<file path="src/rtl/sio_pkg.sv">
`default_nettype none

package sio_pkg;

  // Channel and register pointer geometry
  localparam int unsigned NumCh = 4;
  localparam int unsigned ChW   = 2;
  localparam int unsigned PtrW  = 3;

  // Register index bit positions
  localparam int unsigned RegChBit   = 0;
  localparam int unsigned RegCtrlBit = 1;
  localparam int unsigned RegChipBit = 2;

  // WR1 bit positions: TX interrupt enable and receive interrupt mode
  localparam int unsigned Wr1TxIntBit  = 1;
  localparam int unsigned Wr1ModeLoBit = 3;
  localparam int unsigned Wr1ModeHiBit = 4;

  // WR0 command field position
  localparam int unsigned CmdLoBit = 3;
  localparam int unsigned CmdHiBit = 5;

  // Register pointer values of interest
  localparam logic [PtrW-1:0] PTR_WR0 = 3'd0;
  localparam logic [PtrW-1:0] PTR_WR1 = 3'd1;

  typedef enum logic {
    OP_WRITE  = 1'b0,
    OP_STATUS = 1'b1
  } opcode_e;

  typedef enum logic [2:0] {
    CMD_CH_RESET = 3'd3,
    CMD_ARM_RX   = 3'd4,
    CMD_CLR_TX   = 3'd5
  } cmd_e;

  typedef enum logic [1:0] {
    RX_INT_OFF      = 2'd0,
    RX_INT_IF_ARMED = 2'd1,
    RX_INT_ALL      = 2'd2,
    RX_INT_ALL_ALT  = 2'd3
  } rx_mode_e;

endpackage

`default_nettype wire

</file>
<file path="src/rtl/sio_if.sv">
`default_nettype none

interface sio_in_if;
  logic                         valid;
  logic                         ready;
  logic                         opcode;
  logic [2:0]                   reg_index;
  logic [7:0]                   write_data;
  logic [sio_pkg::NumCh-1:0]    rx_nonempty;
  logic [sio_pkg::NumCh-1:0]    tx_int_set;

  modport source (
    output valid, opcode, reg_index, write_data, rx_nonempty, tx_int_set,
    input  ready
  );
  modport sink (
    input  valid, opcode, reg_index, write_data, rx_nonempty, tx_int_set,
    output ready
  );
endinterface

interface sio_out_if;
  logic                         valid;
  logic                         ready;
  logic                         int_pending;
  logic                         tx_valid;
  logic [7:0]                   tx_byte;
  logic                         reset_valid;
  logic [sio_pkg::ChW-1:0]      access_channel;

  modport source (
    output valid, int_pending, tx_valid, tx_byte, reset_valid, access_channel,
    input  ready
  );
  modport sink (
    input  valid, int_pending, tx_valid, tx_byte, reset_valid, access_channel,
    output ready
  );
endinterface

`default_nettype wire

</file>
<file path="src/rtl/serial_io_register_interface.sv">
// Register interface of a four-channel serial controller (two dual-channel
// chips). Channel in_i carries one item per host bus access or status update:
// opcode, reg_index, write_data, and the per-channel rx_nonempty and
// tx_int_set flags. Channel out_o returns exactly one result per item:
// int_pending, tx_valid/tx_byte for the transmit ring, reset_valid for a
// channel reset command, and access_channel. Both use valid/ready; an item
// moves when both are high.
// An accepted item is held in the input register, then passes the decode
// and state update into the result register, from which its result leaves
// out_o.
// Throughput is one item per cycle while out_o does not stall; the channel
// state (WR1, pointer, TX pending, receive armed) is updated in the same
// cycle the result is registered, so the next item sees it without a bubble.
// Reset clears all channel state and both stage valids; in_i.ready is high
// right after reset. When out_o stalls, the result holds and the input
// register still fills, so two items are held before in_i.ready drops.
`default_nettype none

module serial_io_register_interface (
  input  wire       clk_i,
  input  wire       rst_ni,
  sio_in_if.sink    in_i,
  sio_out_if.source out_o
);

  sio_in_if stage_if ();

  sio_in_stage u_in_stage (
    .clk_i  (clk_i),
    .rst_ni (rst_ni),
    .in_i   (in_i),
    .out_o  (stage_if)
  );

  sio_core u_core (
    .clk_i  (clk_i),
    .rst_ni (rst_ni),
    .in_i   (stage_if),
    .out_o  (out_o)
  );

endmodule

`default_nettype wire

</file>
<file path="src/rtl/sio_in_stage.sv">
`default_nettype none

module sio_in_stage (
  input  wire   clk_i,
  input  wire   rst_ni,
  sio_in_if.sink   in_i,
  sio_in_if.source out_o
);
  import sio_pkg::*;

  logic             valid_q;
  logic             opcode_q;
  logic [2:0]       reg_index_q;
  logic [7:0]       write_data_q;
  logic [NumCh-1:0] rx_nonempty_q;
  logic [NumCh-1:0] tx_int_set_q;
  logic             load;

  // Take a new item when empty or when the held item moves on
  assign in_i.ready = !valid_q || out_o.ready;
  assign load       = in_i.valid && in_i.ready;

  always_ff @(posedge clk_i or negedge rst_ni) begin
    if (!rst_ni) begin
      valid_q <= 1'b0;
    end else if (in_i.ready) begin
      valid_q <= in_i.valid;
    end
  end

  // Capture payload on accept
  always_ff @(posedge clk_i) begin
    if (load) begin
      opcode_q      <= in_i.opcode;
      reg_index_q   <= in_i.reg_index;
      write_data_q  <= in_i.write_data;
      rx_nonempty_q <= in_i.rx_nonempty;
      tx_int_set_q  <= in_i.tx_int_set;
    end
  end

  assign out_o.valid       = valid_q;
  assign out_o.opcode      = opcode_q;
  assign out_o.reg_index   = reg_index_q;
  assign out_o.write_data  = write_data_q;
  assign out_o.rx_nonempty = rx_nonempty_q;
  assign out_o.tx_int_set  = tx_int_set_q;

endmodule

`default_nettype wire

</file>
<file path="src/rtl/sio_core.sv">
`default_nettype none

module sio_core (
  input  wire   clk_i,
  input  wire   rst_ni,
  sio_in_if.sink    in_i,
  sio_out_if.source out_o
);
  import sio_pkg::*;

  // Channel state: WR1, register pointer, TX pending and receive armed
  logic [NumCh-1:0][7:0]      wr1_q, wr1_d;
  logic [NumCh-1:0][PtrW-1:0] ptr_q, ptr_d;
  logic [NumCh-1:0]           txp_q, txp_d;
  logic [NumCh-1:0]           armed_q, armed_d;

  // Result register
  logic           res_valid_q;
  logic           res_int_q;
  logic           res_tx_valid_q;
  logic [7:0]     res_tx_byte_q;
  logic           res_reset_q;
  logic [ChW-1:0] res_ch_q;

  logic           advance;
  logic [ChW-1:0] ch;
  logic           is_write;
  logic           is_ctrl;
  logic [2:0]     cmd;
  logic [PtrW-1:0] ptr_cur;
  logic           chan_reset;
  logic           tx_valid;
  logic [7:0]     tx_byte;
  logic [ChW-1:0] acc_ch;
  logic [NumCh-1:0] avail;
  logic [NumCh-1:0] irq;
  rx_mode_e       mode [NumCh];

  assign in_i.ready = !res_valid_q || out_o.ready;
  assign advance    = in_i.valid && in_i.ready;

  // Decode the item and compute next channel state
  always_comb begin
    ch       = {in_i.reg_index[RegChipBit], in_i.reg_index[RegChBit]};
    is_write = opcode_e'(in_i.opcode) == OP_WRITE;
    is_ctrl  = in_i.reg_index[RegCtrlBit];
    cmd      = in_i.write_data[CmdHiBit:CmdLoBit];
    ptr_cur  = ptr_q[ch];

    wr1_d      = wr1_q;
    ptr_d      = ptr_q;
    armed_d    = armed_q;
    txp_d      = txp_q | in_i.tx_int_set;
    chan_reset = 1'b0;
    tx_valid   = 1'b0;
    tx_byte    = '0;
    acc_ch     = '0;

    if (is_write) begin
      acc_ch = ch;
      if (!is_ctrl) begin
        tx_valid = 1'b1;
        tx_byte  = in_i.write_data;
      end else if (ptr_cur == PTR_WR0) begin
        case (cmd_e'(cmd))
          CMD_CH_RESET: begin
            chan_reset = 1'b1;
            wr1_d[ch]  = '0;
            txp_d[ch]  = 1'b0;
            armed_d[ch] = 1'b0;
          end
          CMD_ARM_RX: armed_d[ch] = 1'b1;
          CMD_CLR_TX: txp_d[ch]   = 1'b0;
          default: ;
        endcase
        // Channel reset leaves the pointer at zero
        ptr_d[ch] = chan_reset ? PTR_WR0 : in_i.write_data[PtrW-1:0];
      end else begin
        if (ptr_cur == PTR_WR1) begin
          wr1_d[ch] = in_i.write_data;
        end
        ptr_d[ch] = PTR_WR0;
      end
    end
  end

  // Per-channel interrupt request from the updated state
  always_comb begin
    for (int c = 0; c < NumCh; c++) begin
      avail[c] = in_i.rx_nonempty[c] && !(chan_reset && ch == c[ChW-1:0]);
      mode[c]  = rx_mode_e'(wr1_d[c][Wr1ModeHiBit:Wr1ModeLoBit]);
      irq[c]   = wr1_d[c][Wr1TxIntBit] && txp_d[c];
      case (mode[c]) inside
        RX_INT_IF_ARMED:            irq[c] = irq[c] || (avail[c] && armed_d[c]);
        RX_INT_ALL, RX_INT_ALL_ALT: irq[c] = irq[c] || avail[c];
        default: ;
      endcase
    end
  end

  // Commit state when an item passes
  always_ff @(posedge clk_i or negedge rst_ni) begin
    if (!rst_ni) begin
      wr1_q   <= '0;
      ptr_q   <= '0;
      txp_q   <= '0;
      armed_q <= '0;
    end else if (advance) begin
      wr1_q   <= wr1_d;
      ptr_q   <= ptr_d;
      txp_q   <= txp_d;
      armed_q <= armed_d;
    end
  end

  always_ff @(posedge clk_i or negedge rst_ni) begin
    if (!rst_ni) begin
      res_valid_q <= 1'b0;
    end else if (in_i.ready) begin
      res_valid_q <= in_i.valid;
    end
  end

  // Hold the result until it is taken
  always_ff @(posedge clk_i) begin
    if (advance) begin
      res_int_q      <= |irq;
      res_tx_valid_q <= tx_valid;
      res_tx_byte_q  <= tx_byte;
      res_reset_q    <= chan_reset;
      res_ch_q       <= acc_ch;
    end
  end

  assign out_o.valid          = res_valid_q;
  assign out_o.int_pending    = res_int_q;
  assign out_o.tx_valid       = res_tx_valid_q;
  assign out_o.tx_byte        = res_tx_byte_q;
  assign out_o.reset_valid    = res_reset_q;
  assign out_o.access_channel = res_ch_q;

  // Channel state only moves when an item passes
  assert property (@(posedge clk_i) disable iff (!rst_ni)
    !advance |=> $stable(wr1_q) && $stable(ptr_q) && $stable(txp_q) && $stable(armed_q))
    else $error("channel state changed without an item");

  // Channel reset clears WR1, pointer, armed and TX pending of that channel
  assert property (@(posedge clk_i) disable iff (!rst_ni)
    advance && chan_reset |=> ptr_q[$past(ch)] == PTR_WR0 && !armed_q[$past(ch)]
                              && !txp_q[$past(ch)] && wr1_q[$past(ch)] == '0)
    else $error("channel reset left state behind");

  // A write through a nonzero pointer returns the pointer to WR0
  assert property (@(posedge clk_i) disable iff (!rst_ni)
    advance && is_write && is_ctrl && ptr_cur != PTR_WR0 |=> ptr_q[$past(ch)] == PTR_WR0)
    else $error("pointer not cleared after register write");

  // A transmit byte and a channel reset never come from the same item
  assert property (@(posedge clk_i) disable iff (!rst_ni)
    res_valid_q && res_tx_valid_q |-> !res_reset_q)
    else $error("transmit byte and channel reset in one result");

endmodule

`default_nettype wire
</file>
<file path="src/flat_wrapper.sv">
// flat-port wrapper written by rule: the top's interface ports become plain ports
module serial_io_register_interface_flat 
  (clk_i, rst_ni, in_i_valid, in_i_opcode, in_i_reg_index, in_i_write_data, in_i_rx_nonempty, in_i_tx_int_set, in_i_ready, out_o_valid, out_o_int_pending, out_o_tx_valid, out_o_tx_byte, out_o_reset_valid, out_o_access_channel, out_o_ready);
  sio_in_if in_i_i ();
  sio_out_if out_o_i ();
  input  wire clk_i;
  input  wire rst_ni;
  input wire logic [$bits(in_i_i.valid)-1:0] in_i_valid;
  input wire logic [$bits(in_i_i.opcode)-1:0] in_i_opcode;
  input wire logic [$bits(in_i_i.reg_index)-1:0] in_i_reg_index;
  input wire logic [$bits(in_i_i.write_data)-1:0] in_i_write_data;
  input wire logic [$bits(in_i_i.rx_nonempty)-1:0] in_i_rx_nonempty;
  input wire logic [$bits(in_i_i.tx_int_set)-1:0] in_i_tx_int_set;
  output wire logic [$bits(in_i_i.ready)-1:0] in_i_ready;
  output wire logic [$bits(out_o_i.valid)-1:0] out_o_valid;
  output wire logic [$bits(out_o_i.int_pending)-1:0] out_o_int_pending;
  output wire logic [$bits(out_o_i.tx_valid)-1:0] out_o_tx_valid;
  output wire logic [$bits(out_o_i.tx_byte)-1:0] out_o_tx_byte;
  output wire logic [$bits(out_o_i.reset_valid)-1:0] out_o_reset_valid;
  output wire logic [$bits(out_o_i.access_channel)-1:0] out_o_access_channel;
  input wire logic [$bits(out_o_i.ready)-1:0] out_o_ready;
  assign in_i_i.valid = in_i_valid;
  assign in_i_i.opcode = in_i_opcode;
  assign in_i_i.reg_index = in_i_reg_index;
  assign in_i_i.write_data = in_i_write_data;
  assign in_i_i.rx_nonempty = in_i_rx_nonempty;
  assign in_i_i.tx_int_set = in_i_tx_int_set;
  assign in_i_ready = in_i_i.ready;
  assign out_o_valid = out_o_i.valid;
  assign out_o_int_pending = out_o_i.int_pending;
  assign out_o_tx_valid = out_o_i.tx_valid;
  assign out_o_tx_byte = out_o_i.tx_byte;
  assign out_o_reset_valid = out_o_i.reset_valid;
  assign out_o_access_channel = out_o_i.access_channel;
  assign out_o_i.ready = out_o_ready;
  serial_io_register_interface u_core (.clk_i(clk_i), .rst_ni(rst_ni), .in_i(in_i_i), .out_o(out_o_i));
endmodule
</file>
<file path="config.mk">
export PLATFORM = sky130hd
export DESIGN_NAME = serial_io_register_interface_flat
export DESIGN_NICKNAME = d
export VERILOG_FILES = /design/src/rtl/sio_pkg.sv /design/src/rtl/sio_if.sv /design/src/rtl/serial_io_register_interface.sv /design/src/rtl/sio_in_stage.sv /design/src/rtl/sio_core.sv /design/src/flat_wrapper.sv
export SDC_FILE = /design/constraint.sdc
export NUM_CORES = 1
export LEC_CHECK = 0
export BUFFER_PORTS_ARGS = -buffer_cell sky130_fd_sc_hd__buf_2
export CORE_UTILIZATION = 55
export DETAILED_ROUTE_END_ITERATION = 8
export HOLD_SLACK_MARGIN = 0.06
export PLACE_DENSITY_LB_ADDON = 0.2
export SYNTH_ARGS = -nofsm -noshare
export SYNTH_HDL_FRONTEND = slang
export SYNTH_SLANG_ARGS = --single-unit
export TNS_END_PERCENT = 30
</file>
<file path="constraint.sdc">
create_clock -name clk_i -period 4.8 [get_ports clk_i]
set_input_delay 0.48 -clock clk_i [delete_from_list [all_inputs] [get_ports clk_i]]
set_output_delay 0.48 -clock clk_i [all_outputs]
set_load 0.05 [all_outputs]
</file>
==> results of run 1 <==
## synth_stat cells (all sizes together) (2+ instances only)
cell | number | share of area
and3 | 3 | 0.0059
nand2 | 46 | 0.054
clkbuf | 10 | 0.012
nand3b | 2 | 0.0047
and2 | 12 | 0.024
buf | 4 | 0.0063
o21ai | 34 | 0.053
nor3b | 2 | 0.0047
nor3 | 6 | 0.0094
a311oi | 2 | 0.0055
a21boi | 2 | 0.0047
or4b | 3 | 0.012
inv | 3 | 0.0035
or4 | 2 | 0.0047
nor4bb | 2 | 0.0063
and4 | 2 | 0.0055
edfxtp | 33 | 0.31
a21oi | 7 | 0.011
a31oi | 6 | 0.012
nand2b | 4 | 0.0079
nor2 | 22 | 0.026
o41ai | 3 | 0.0083
dfrtp | 34 | 0.27
a221oi | 4 | 0.011
a41oi | 2 | 0.0055
a32oi | 3 | 0.0083
a2111oi | 2 | 0.0075
a211oi | 2 | 0.0047
nor2b | 4 | 0.0079
o211ai | 3 | 0.0071
o31ai | 6 | 0.014
nand4 | 7 | 0.014
nand3 | 9 | 0.014
## worst max-delay path, cell delays in order (launching register included)
cell	delay (ns)
edfxtp_1	0.67
or4_1	0.75
a41oi_1	0.43
and3_1	0.37
a311oi_1	0.14
a2111oi_0	0.35
nand3_1	0.14
## sequential cells by signal (all words and copies together), names as in the netlist
name and cells:
u_core.u_core.armed_q 4, u_core.u_core.out_o.access_channel 2, u_core.u_core.out_o.int_pending 1, u_core.u_core.out_o.reset_valid 1, u_core.u_core.out_o.tx_byte 8, u_core.u_core.out_o.tx_valid 1, u_core.u_core.out_o.valid 1, u_core.u_core.ptr_q 12
u_core.u_core.txp_q 4, u_core.u_core.wr1_q 12, u_core.u_in_stage.out_o.opcode 1, u_core.u_in_stage.out_o.reg_index 3, u_core.u_in_stage.out_o.rx_nonempty 4, u_core.u_in_stage.out_o.tx_int_set 4, u_core.u_in_stage.out_o.valid 1, u_core.u_in_stage.out_o.write_data 8
## cell usage in the layout (no fill, tap or decap), types with 2 or more instances in the layout
cell	netlist	final
and2_1	12	12
bufinv_16	0	2
clkinv_2	0	2
clkbuf_8	0	9
nand4_1	7	7
nand3b_1	2	2
inv_1	3	3
nor3b_1	2	2
or4b_4	2	2
and4_1	2	2
a21oi_1	7	7
o41ai_1	3	3
a221oi_1	4	4
dfrtp_1	34	34
o211ai_1	3	3
a211oi_1	2	2
nor4bb_1	2	2
nor2b_1	4	4
a311oi_1	2	2
o31ai_1	6	6
clkbuf_1	9	2
o21ai_0	34	34
nand3_1	9	9
or4_1	2	2
nor2_1	22	22
buf_2	4	38
and3_1	3	3
a41oi_1	2	2
nand2_1	46	46
a32oi_1	3	3
a31oi_1	6	6
edfxtp_1	33	33
nor3_1	6	6
nand2b_1	4	4
## routing by layer
metal / vias to the layer above / track usage / part of all wire
met2: 181 / 0.435 / 0.45
met4: 0 / 0.152 / 0.041
met3: 37 / 0.0895 / 0.10
met1: 1251 / 0.377 / 0.41
met5: - / 0 / 0
li1: 1210 / - / -
## cell families after synthesis
logic type | count (synthesis) | share of synthesized area
xor+xnor | 1 | 0.00275
mux | 1 | 0.00707
flops | 67 | 0.578
buf+inv | 17 | 0.0220
simple gates | 131 | 0.215
compound gates | 83 | 0.175
## worst paths after layout
path                                                                start                                         endpoint  slack [ns]
setup / recovery           u_core.u_in_stage.out_o.reg_index[2]$_DFFE_PP_        u_core.u_core.out_o.int_pending$_DFFE_PP_        1.66
hold / removal                                                     rst_ni              u_core.u_core.wr1_q[17]$_DFFE_PN0P_        0.20
setup reg to reg           u_core.u_in_stage.out_o.reg_index[2]$_DFFE_PP_        u_core.u_core.out_o.int_pending$_DFFE_PP_        1.66
min in group clk_i                                     in_i_write_data[1]  u_core.u_in_stage.out_o.write_data[1]$_DFFE_PP_        0.30
max in group asynchronous                                          rst_ni               u_core.u_core.ptr_q[3]$_DFFE_PN0P_        4.10
hold reg to reg                       u_core.u_core.wr1_q[25]$_DFFE_PN0P_              u_core.u_core.wr1_q[25]$_DFFE_PN0P_        0.50
## power groups by stage
stage | combinational (uW) | sequential [uW] | clock [uW]
2_1_floorplan | 196 | 772 | 0
5_1_grt | 338 | 766 | 526
6_report | 311 | 759 | 494
3_3_place_gp | 298 | 765 | 0
4_1_cts | 306 | 754 | 504
3_5_place_dp | 304 | 765 | 0
## through the flow
step           std cells   util
6_report             412  0.652
5_1_grt              412  0.652
3_3_place_gp         396  0.615
2_1_floorplan        300      -
3_5_place_dp         396  0.615
4_1_cts              412  0.652
## layout make-up
class	count	area, um^2
fillers	466	1930
flip-flops and latches	67	1840
multi-input cells	216	1270
repair buffers	38	190
clock buffers	11	131
well taps	72	90.1
clock inverters	5	77.6
inverters	3	11.3
==> summary.md, run 1 <==
| Metric | Value |
|---|---|
| Detailed-route via count | 2,679 |
| Clock sink total | 67 |
| Mapped Cells | 300 |
| CTS Buf Count | 9 |
| DRT Pass-1 Iters | 6 |
| Post-route worst setup slack | 1.66 ns |
| Post-route cell area | 3610 um^2 |
| Routed len/inst | 19.4 um |
| Final hold vios | 0 |
| Synthesized cell area | 3180 um^2 |
| VDD IR-drop max | 251 uV |
| Min-Delay Path Class | primary input to asynchronous set/reset pin |
| Worst-margin pin slew | 1.05 ns |
| Drt initial violations | 358 |
| Clock share of power | 0.316 |
| Diodes inserted | 0 |
| Worst Path Max Fanout | 24 |
| Rel. slew slack | 0.301 |
| Sw frac | 0.311 |
| Post-CTS Setup Repair Bufs | 0 |
| DRC Markers | 0 |
| Max clock buf depth | 2 |
| Ys async rst share | 0.507 |
| Worst endpoint required time | 4.87 ns |
| Placed Area | 3410 um^2 |
| # port buffers | 38 |
| # rows | 27 |
| Syn_nets | 324 |
| Number of global-route vias before repair | 2,529 |
| Setup-failing EPs final | 0 |
| NumNets Final | 359 |
| CTS Hold Buffers Added | 0 |
| Clk slew on worst S/H paths | 0.07 ns |
| Final GP Congestion | 0.964 |
| Path depth of the worst reg2reg path | 6 |
| Total power | 1560 uW |
| Outcome | complete, no violations |
| Slew Viols, Final | 0 |
| Synth Flop Type | dfrtp_1 |
| Htree depth | 3 |
| YS warnings | 0 |
| Post-DP HPWL | 5630 um |
| Initial antenna violation count | 0 |
| Period utilization | 0.653 |
| Num ports | 39 |
| Fin Hold WS | 0.203 ns |
| Routed vias/inst | 6.50 |
| Distinct cell type count after synthesis | 51 |
| Crit Path Category | flop to flop |
| Minimum clock period | 3.14 ns |
| Clock Tree Root | clkbuf_8 |
| Resized cells post-CTS | 0 |
| Final WL | 8000 um |
| Worst Skew | 0.00557 ns |
| CP Data Arrival Time | 3.21 ns |
| Setup_tns | 0 ns |
| P&R area growth vs syn | 13.5% |
| Pre-CTS WS | 1.75 ns |
| CP endpoint kind | flop |
| Grt ovf | 0 |
| Critical Path Start Type | flop |
| Flop pwr share | 0.485 |
| Die area | 6100 um^2 |
| Largest net degree at the start of global routing | 35 |
| Seq/Total Area, Yosys | 0.578 |
| Post-route ant nets | 0 |
| First-pass GRT wire length | 12,900 um |
| Comb pwr share | 0.199 |
| Avg Inst Size Synth | 10.6 um^2 |
| Core area | 5540 um^2 |
| Die width | 78.1 um |
| EDFF count, synth | 33 |
| Layout cells sized above 1 | 0.171 |
| CTS tree | yes |
| PD cells | 433 nW/um^2 |
| Flop and latch count out of synthesis | 67 |
| Clock latency on the worst-skew pair | 0.35 ns |
| Switching pwr | 487 uW |
| Fmax | 0.319 GHz |
| RSZ-0062 raised after global routing | false |
| Max_cap viols | 0 |
| Lkg Pwr | 0.00142 uW |
| Starting Density | 0.575 |
| Tot GR Track Use | 0.289 |
| Int Power | 1080 uW |
| Die height | 78.1 um |
No activity file was read; power rests on OpenSTA's default activity.
==> run 2: changes to the inputs <==
==> constraint.sdc (replaced) <==
create_clock -name clk_i -period 3.2 [get_ports clk_i]
set_input_delay 0.32 -clock clk_i [delete_from_list [all_inputs] [get_ports clk_i]]
set_output_delay 0.32 -clock clk_i [all_outputs]
set_load 0.05 [all_outputs]
==> run 2 against run 1 <==
Utilization rose by 0.86 points. Critical path depth did not move. Sequential share of layout area fell by 0.66 points. Highest routed layer unchanged. Maximum frequency rose by 9.0%. Worst hold slack got worse by 0.068 ns. Critical endpoint unchanged. Non-clock buffer count increased by 10. Combinational power grew 58%.
==> summary.md, run 2 (same netlist as run 1, synthesis figures left out) <==
| Metric | Value |
|---|---|
| Total power | 2250 uW (+44%) |
| Final GP Congestion | 0.901 (-6.6%) |
| Placed Area | 3470 um^2 (+2.0%) |
| Drt initial violations | 271 (-24%) |
| Clock sink total | 67 (unchanged) |
| Largest net degree at the start of global routing | 35 (unchanged) |
| RSZ-0062 raised after global routing | false |
| Rel. slew slack | 0.284 (-0.0169) |
| Worst path cell trace | or4_1 > a41o_4 > o41ai_1 > o211ai_1 > a2111oi_2 > nand3_1 |
| Fmax | 0.347 GHz (+9.0%) |
| Minimum clock period | 2.88 ns (-0.259 ns) |
| Max clock buf depth | 2 (unchanged) |
| Most frequent cells in the layout | 46 x nand2_1, 38 x buf_2, 34 x o21ai_0, 34 x dfrtp_1, 33 x edfxtp_1 |
| Setup slack, reg-to-reg | 0.32 ns (-1.34 ns) |
| Reg-to-reg endpoint | u_core.u_core.out_o.int_pending$_DFFE_PP_ |
| CP Data Arrival Time | 2.96 ns (-0.25 ns) |
| Post-DP HPWL | 6000 um (+6.6%) |
| VDD IR-drop max | 416 uV (+66%) |
| Die height | 78.1 um (unchanged) |
| DRC Markers | 0 (unchanged) |
| Detailed-route via count | 2,614 (-2.4%) |
| CTS Buf Count | 9 (unchanged) |
| Grt ovf | 0 (unchanged) |
| Period utilization | 0.899 (+0.246) |
| Post-route cell area | 3660 um^2 (+1.3%) |
| Critical Path Start Type | flop |
| Final WL | 8320 um (+4.0%) |
| Crit-path slowest cell | or4_1 |
| Min-Delay Path Class | primary input to flop |
| # port buffers | 38 (unchanged) |
| Max_cap viols | 0 (unchanged) |
| Path depth of the worst reg2reg path | 6 (unchanged) |
| Die width | 78.1 um (unchanged) |
| Routed len/inst | 19.7 um (+1.5%) |
| Setup-failing EPs final | 0 (unchanged) |
| Lkg Pwr | 0.00145 uW (+2.1%) |
| Delay-heaviest family, CP | compound AO/OA/AOI/OAI gates |
| Filler cell count | 468 (+0.43%) |
| CTS Hold Buffers Added | 1 (+1) |
| Resized cells post-CTS | 0 (unchanged) |
| Commonest non-fill, non-tap cell in the layout | nand2_1 |
| First-pass GRT wire length | 12,800 um (-0.37%) |
| # rows | 27 (unchanged) |
| Starting Density | 0.575 (unchanged) |
| Worst-margin pin slew | 1.07 ns (+0.0254 ns) |
| Diodes inserted | 0 (unchanged) |
| Worst hold path cell count | 1 |
| Setup crit start | u_core.u_in_stage.out_o.reg_index[0]$_DFFE_PP_ |
| Clk slew on worst S/H paths | 0.07 ns (about the same) |
| DRT Pass-1 Iters | 5 (-1) |
| Routed vias/inst | 6.19 (-4.7%) |
| Initial antenna violation count | 0 (unchanged) |
| Htree depth | 3 (unchanged) |
| Post-route ant nets | 0 (unchanged) |
| Setup_tns | 0 ns (unchanged) |
| Num ports | 39 (unchanged) |
| CP endpoint | u_core.u_core.out_o.int_pending$_DFFE_PP_ |
| Worst Skew | 0.00639 ns (+0.000824 ns) |
| Slew Viols, Final | 0 (unchanged) |
| Tot GR Track Use | 0.296 (+0.00724) |
| Biggest regs | u_core.u_core.ptr_q (12), u_core.u_core.wr1_q (12) |
| Outcome | complete, no violations |
| Layout cells sized above 1 | 0.197 (+0.0266) |
| NumNets Final | 369 (+2.8%) |
| Core area | 5540 um^2 (unchanged) |
| CTS tree | yes |
| Final hold vios | 0 (unchanged) |
| Clock latency on the worst-skew pair | 0.36 ns (about the same) |
| CP endpoint kind | flop |
| Buffer and inverter count on the worst path | 0 (unchanged) |
| Critical Path Stages | 6 (unchanged) |
| Post-CTS Setup Repair Bufs | 0 (unchanged) |
| Worst stage delay on the critical path | 0.74 ns (about the same) |
| Worst endpoint required time | 3.29 ns (-1.58 ns) |
| Worst Path Max Fanout | 15 (-38%) |
| Clock Tree Root | clkbuf_8 |
| Crit Path Category | flop to flop |
| PD cells | 614 nW/um^2 (+42%) |
| Die area | 6100 um^2 (unchanged) |
| P&R area growth vs syn | 15.0% |
| Worst r2r src | u_core.u_in_stage.out_o.reg_index[0]$_DFFE_PP_ |
| Number of global-route vias before repair | 2,427 (-4.0%) |
==> run 2: stage by stage <==
| step | cells | utilization | hold WS [ns] | setup slack [ns] |
|---|---|---|---|---|
| floorplan | 300 | - | 0.0244 | 0.721 |
| global placement | 405 | 0.627 | 0.428 | 0.382 |
| detailed placement | 405 | 0.627 | 0.437 | 0.326 |
| CTS | 422 | 0.661 | 0.121 | 0.325 |
| global route | 422 | 0.661 | 0.116 | 0.144 |
| finish | 422 | 0.661 | 0.135 | 0.322 |
==> run 2: worst reg2reg max path, stage by stage (launching register included) <==
cell	delay, ns
edfxtp_1	0.56
or4_1	0.74
a41o_4	0.38
o41ai_1	0.34
o211ai_1	0.17
a2111oi_2	0.31
nand3_1	0.11
==> run 2: final cells by class <==
type / instances / area [um^2] / share of cell area
inverters: 3 / 11.3 / 0.00307
clock inverters: 6 / 41.3 / 0.0113
repair buffers: 48 / 268 / 0.0731
well taps: 72 / 90.1 / 0.0246
multi-input cells: 216 / 1270 / 0.347
clock buffers: 10 / 138 / 0.0376
flip-flops and latches: 67 / 1840 / 0.503
==> run 2: power by group <==
part           switching, uW  internal (uW)
Clock                    328            300
Combinational            320            170
Sequential               109           1020
Total                    757           1490
==> run 2: routing by layer <==
layer  share of wire  wire (um)  GRT usage
met1            0.44       3660      0.394
met4           0.026        219      0.143
met3           0.071        588     0.0802
met2            0.46       3850      0.453
met5               0          0          0
==> run 2: how the worst min path moves through the flow <==
stage,endpoint,startpoint
after floorplan,u_core.u_core.armed_q[0]$_DFFE_PN0P_,rst_ni
after global placement,u_core.u_core.wr1_q[11]$_DFFE_PN0P_,rst_ni
after detailed placement,u_core.u_core.wr1_q[11]$_DFFE_PN0P_,rst_ni
after CTS,u_core.u_in_stage.out_o.write_data[1]$_DFFE_PP_,in_i_write_data[1]
after global routing,u_core.u_in_stage.out_o.write_data[1]$_DFFE_PP_,in_i_write_data[1]
final,u_core.u_in_stage.out_o.write_data[1]$_DFFE_PP_,in_i_write_data[1]
==> run 3: changes to the inputs <==
--- a/config.mk
+++ b/config.mk
@@ -8,6 +8,7 @@
 export BUFFER_PORTS_ARGS = -buffer_cell sky130_fd_sc_hd__buf_2
 export CORE_UTILIZATION = 55
 export DETAILED_ROUTE_END_ITERATION = 8
+export GPL_TIMING_DRIVEN = 0
 export HOLD_SLACK_MARGIN = 0.06
 export PLACE_DENSITY_LB_ADDON = 0.2
 export SYNTH_ARGS = -nofsm -noshare
==> run 3 against run 2 <==
Setup slack got worse by 0.17 ns. First-iteration DRC count fell by 8.9%. Highest routed layer unchanged. Critical path depth rose by 2. Sequential power barely moved. Combinational power rose by 3%.
==> summary.md, run 3 (same netlist as run 1, synthesis figures left out) <==
| Metric | Value |
|---|---|
| CTS Buf Count | 9 (unchanged) |
| Final WL | 8190 um (-1.6%) |
| Critical Path Start Type | flop |
| CP Data Arrival Time | 3.12 ns (+0.16 ns) |
| Starting Density | 0.575 (unchanged) |
| Min-Delay Path Class | primary input to asynchronous set/reset pin |
| CTS Hold Buffers Added | 0 (-1) |
| P&R area growth vs syn | 13.9% |
| Most frequent cells in the layout | 46 x nand2_1, 42 x buf_2, 34 x o21ai_0, 34 x dfrtp_1, 33 x edfxtp_1 |
| Setup-failing EPs final | 0 (unchanged) |
| CTS tree | yes |
| Num ports | 39 (unchanged) |
| Final GP Congestion | 0.902 (+0.14%) |
| Worst Path Max Fanout | 10 (-5) |
| Clock sink total | 67 (unchanged) |
| Setup_tns | 0 ns (unchanged) |
| Slew Viols, Final | 0 (unchanged) |
| Fmax | 0.328 GHz (-5.7%) |
| Worst stage delay on the critical path | 0.58 ns (-0.16 ns) |
| Grt ovf | 0 (unchanged) |
| DRC Markers | 0 (unchanged) |
| Routed len/inst | 19.2 um (-2.5%) |
| Diodes inserted | 0 (unchanged) |
| # rows | 27 (unchanged) |
| Tot GR Track Use | 0.297 (+0.000896) |
| Crit Path Category | flop to flop |
| Layout cells sized above 1 | 0.178 (-0.0192) |
| Die height | 78.1 um (unchanged) |
| Detailed-route via count | 2,651 (+1.4%) |
| Core area | 5540 um^2 (unchanged) |
| Final hold vios | 0 (unchanged) |
| Initial antenna violation count | 0 (unchanged) |
| Post-DP HPWL | 5770 um (-3.9%) |
| Clock Tree Root | clkbuf_8 |
| Lkg Pwr | 0.00142 uW (-1.6%) |
| Resized cells post-CTS | 0 (unchanged) |
| Period utilization | 0.954 (+0.0546) |
| First-pass GRT wire length | 13,400 um (+4.3%) |
| Post-route ant nets | 0 (unchanged) |
| Rel. slew slack | 0.238 (-0.0456) |
| RSZ-0062 raised after global routing | false |
| Max_cap viols | 0 (unchanged) |
| # port buffers | 38 (unchanged) |
| Total power | 2210 uW (-1.6%) |
| Max clock buf depth | 2 (unchanged) |
| Routed vias/inst | 6.22 (+0.46%) |
| Worst Skew | 0.00792 ns (+0.00153 ns) |
| VDD IR-drop max | 358 uV (-14%) |
| PD cells | 610 nW/um^2 (-0.65%) |
| Clk slew on worst S/H paths | 0.08 ns (about the same) |
| Outcome | complete, no violations |
| Delay-heaviest family, CP | compound AO/OA/AOI/OAI gates |
| DRT Pass-1 Iters | 5 (unchanged) |
| Htree depth | 3 (unchanged) |
| CP endpoint kind | flop |
| Drt initial violations | 247 (-8.9%) |
| Die width | 78.1 um (unchanged) |
| Number of global-route vias before repair | 2,631 (+8.4%) |
| Largest net degree at the start of global routing | 35 (unchanged) |
| NumNets Final | 373 (+1.1%) |
| Die area | 6100 um^2 (unchanged) |
| Path depth of the worst reg2reg path | 8 (+2) |
| Minimum clock period | 3.05 ns (+0.175 ns) |
| Clock latency on the worst-skew pair | 0.34 ns (-0.02 ns) |
| Worst path cell trace | buf_2 > clkbuf_1 > nor4bb_1 > o211ai_1 > a32oi_1 > nor3_1 > a2111oi_2 > nand3_1 |
| Biggest regs | u_core.u_core.ptr_q (12), u_core.u_core.wr1_q (12) |
| Critical Path Stages | 8 (+2) |
| Worst endpoint required time | 3.27 ns (-0.02 ns) |
| Buffer and inverter count on the worst path | 2 (+2) |
| Post-CTS Setup Repair Bufs | 0 (unchanged) |
| Crit-path slowest cell | nor4bb_1 |
| Worst-margin pin slew | 1.14 ns (+0.0684 ns) |
| Commonest non-fill, non-tap cell in the layout | nand2_1 |
==> run 3: final timing paths <==
check	slack, ns	from	end
max	0.15	u_core.u_in_stage.out_o.reg_index[2]$_DFFE_PP_	u_core.u_core.out_o.int_pending$_DFFE_PP_
min	0.05	rst_ni	u_core.u_core.wr1_q[9]$_DFFE_PN0P_
max reg2reg	0.15	u_core.u_in_stage.out_o.reg_index[2]$_DFFE_PP_	u_core.u_core.out_o.int_pending$_DFFE_PP_
min reg2reg	0.50	u_core.u_core.wr1_q[17]$_DFFE_PN0P_	u_core.u_core.wr1_q[17]$_DFFE_PN0P_
max in group asynchronous	2.65	rst_ni	u_core.u_core.ptr_q[7]$_DFFE_PN0P_
min in group clk_i	0.15	in_i_write_data[6]	u_core.u_in_stage.out_o.write_data[6]$_DFFE_PP_
==> run 3: worst register-to-register path, cell delays in order (launching register included) <==
cell       delay, ns
edfxtp_1        0.44
buf_2           0.24
clkbuf_1        0.42
nor4bb_1        0.58
o211ai_1        0.20
a32oi_1         0.21
nor3_1          0.10
a2111oi_2       0.46
nand3_1         0.12
==> run 3: power breakdown <==
| group | internal [uW] | switching, uW |
|---|---|---|
| Clock | 274 | 323 |
| Combinational | 162 | 343 |
| Sequential | 1020 | 86.9 |
==> run 3: metrics by stage <==
step                      utilization  hold WS (ns)  cells  worst slack (ns)  area [um^2]
after floorplan                     -        0.0244    300             0.721         3180
after global placement          0.625         0.442    410             0.305         3460
after detailed placement        0.625         0.448    410             0.299         3460
after CTS                       0.654        0.0773    426             0.289         3630
after global routing            0.654         0.116    426            0.0246         3630
final                           0.654        0.0487    426             0.148         3630
==> run 3: metal layers <==
metal  global-route usage  share of wire  up-vias  wire length (um)
met3               0.0477          0.071       31               580
met1                0.416           0.44     1266              3620
met4                0.137          0.032        0               259
met5                    0              0        -                 0
met2                0.457           0.46      113              3730
li1                     -              -     1241                 -
==> run 3: final cells by class <==
type                            count  area (um^2)
Timing Repair Buffer               38          190
Sequential cell                    67         1840
Buffer                             14         58.8
Clock buffer                       10          128
Fill cell                         481         1910
Multi-Input combinational cell    216         1270
Inverter                            3         11.3
Clock inverter                      6         33.8
Tap cell                           72         90.1
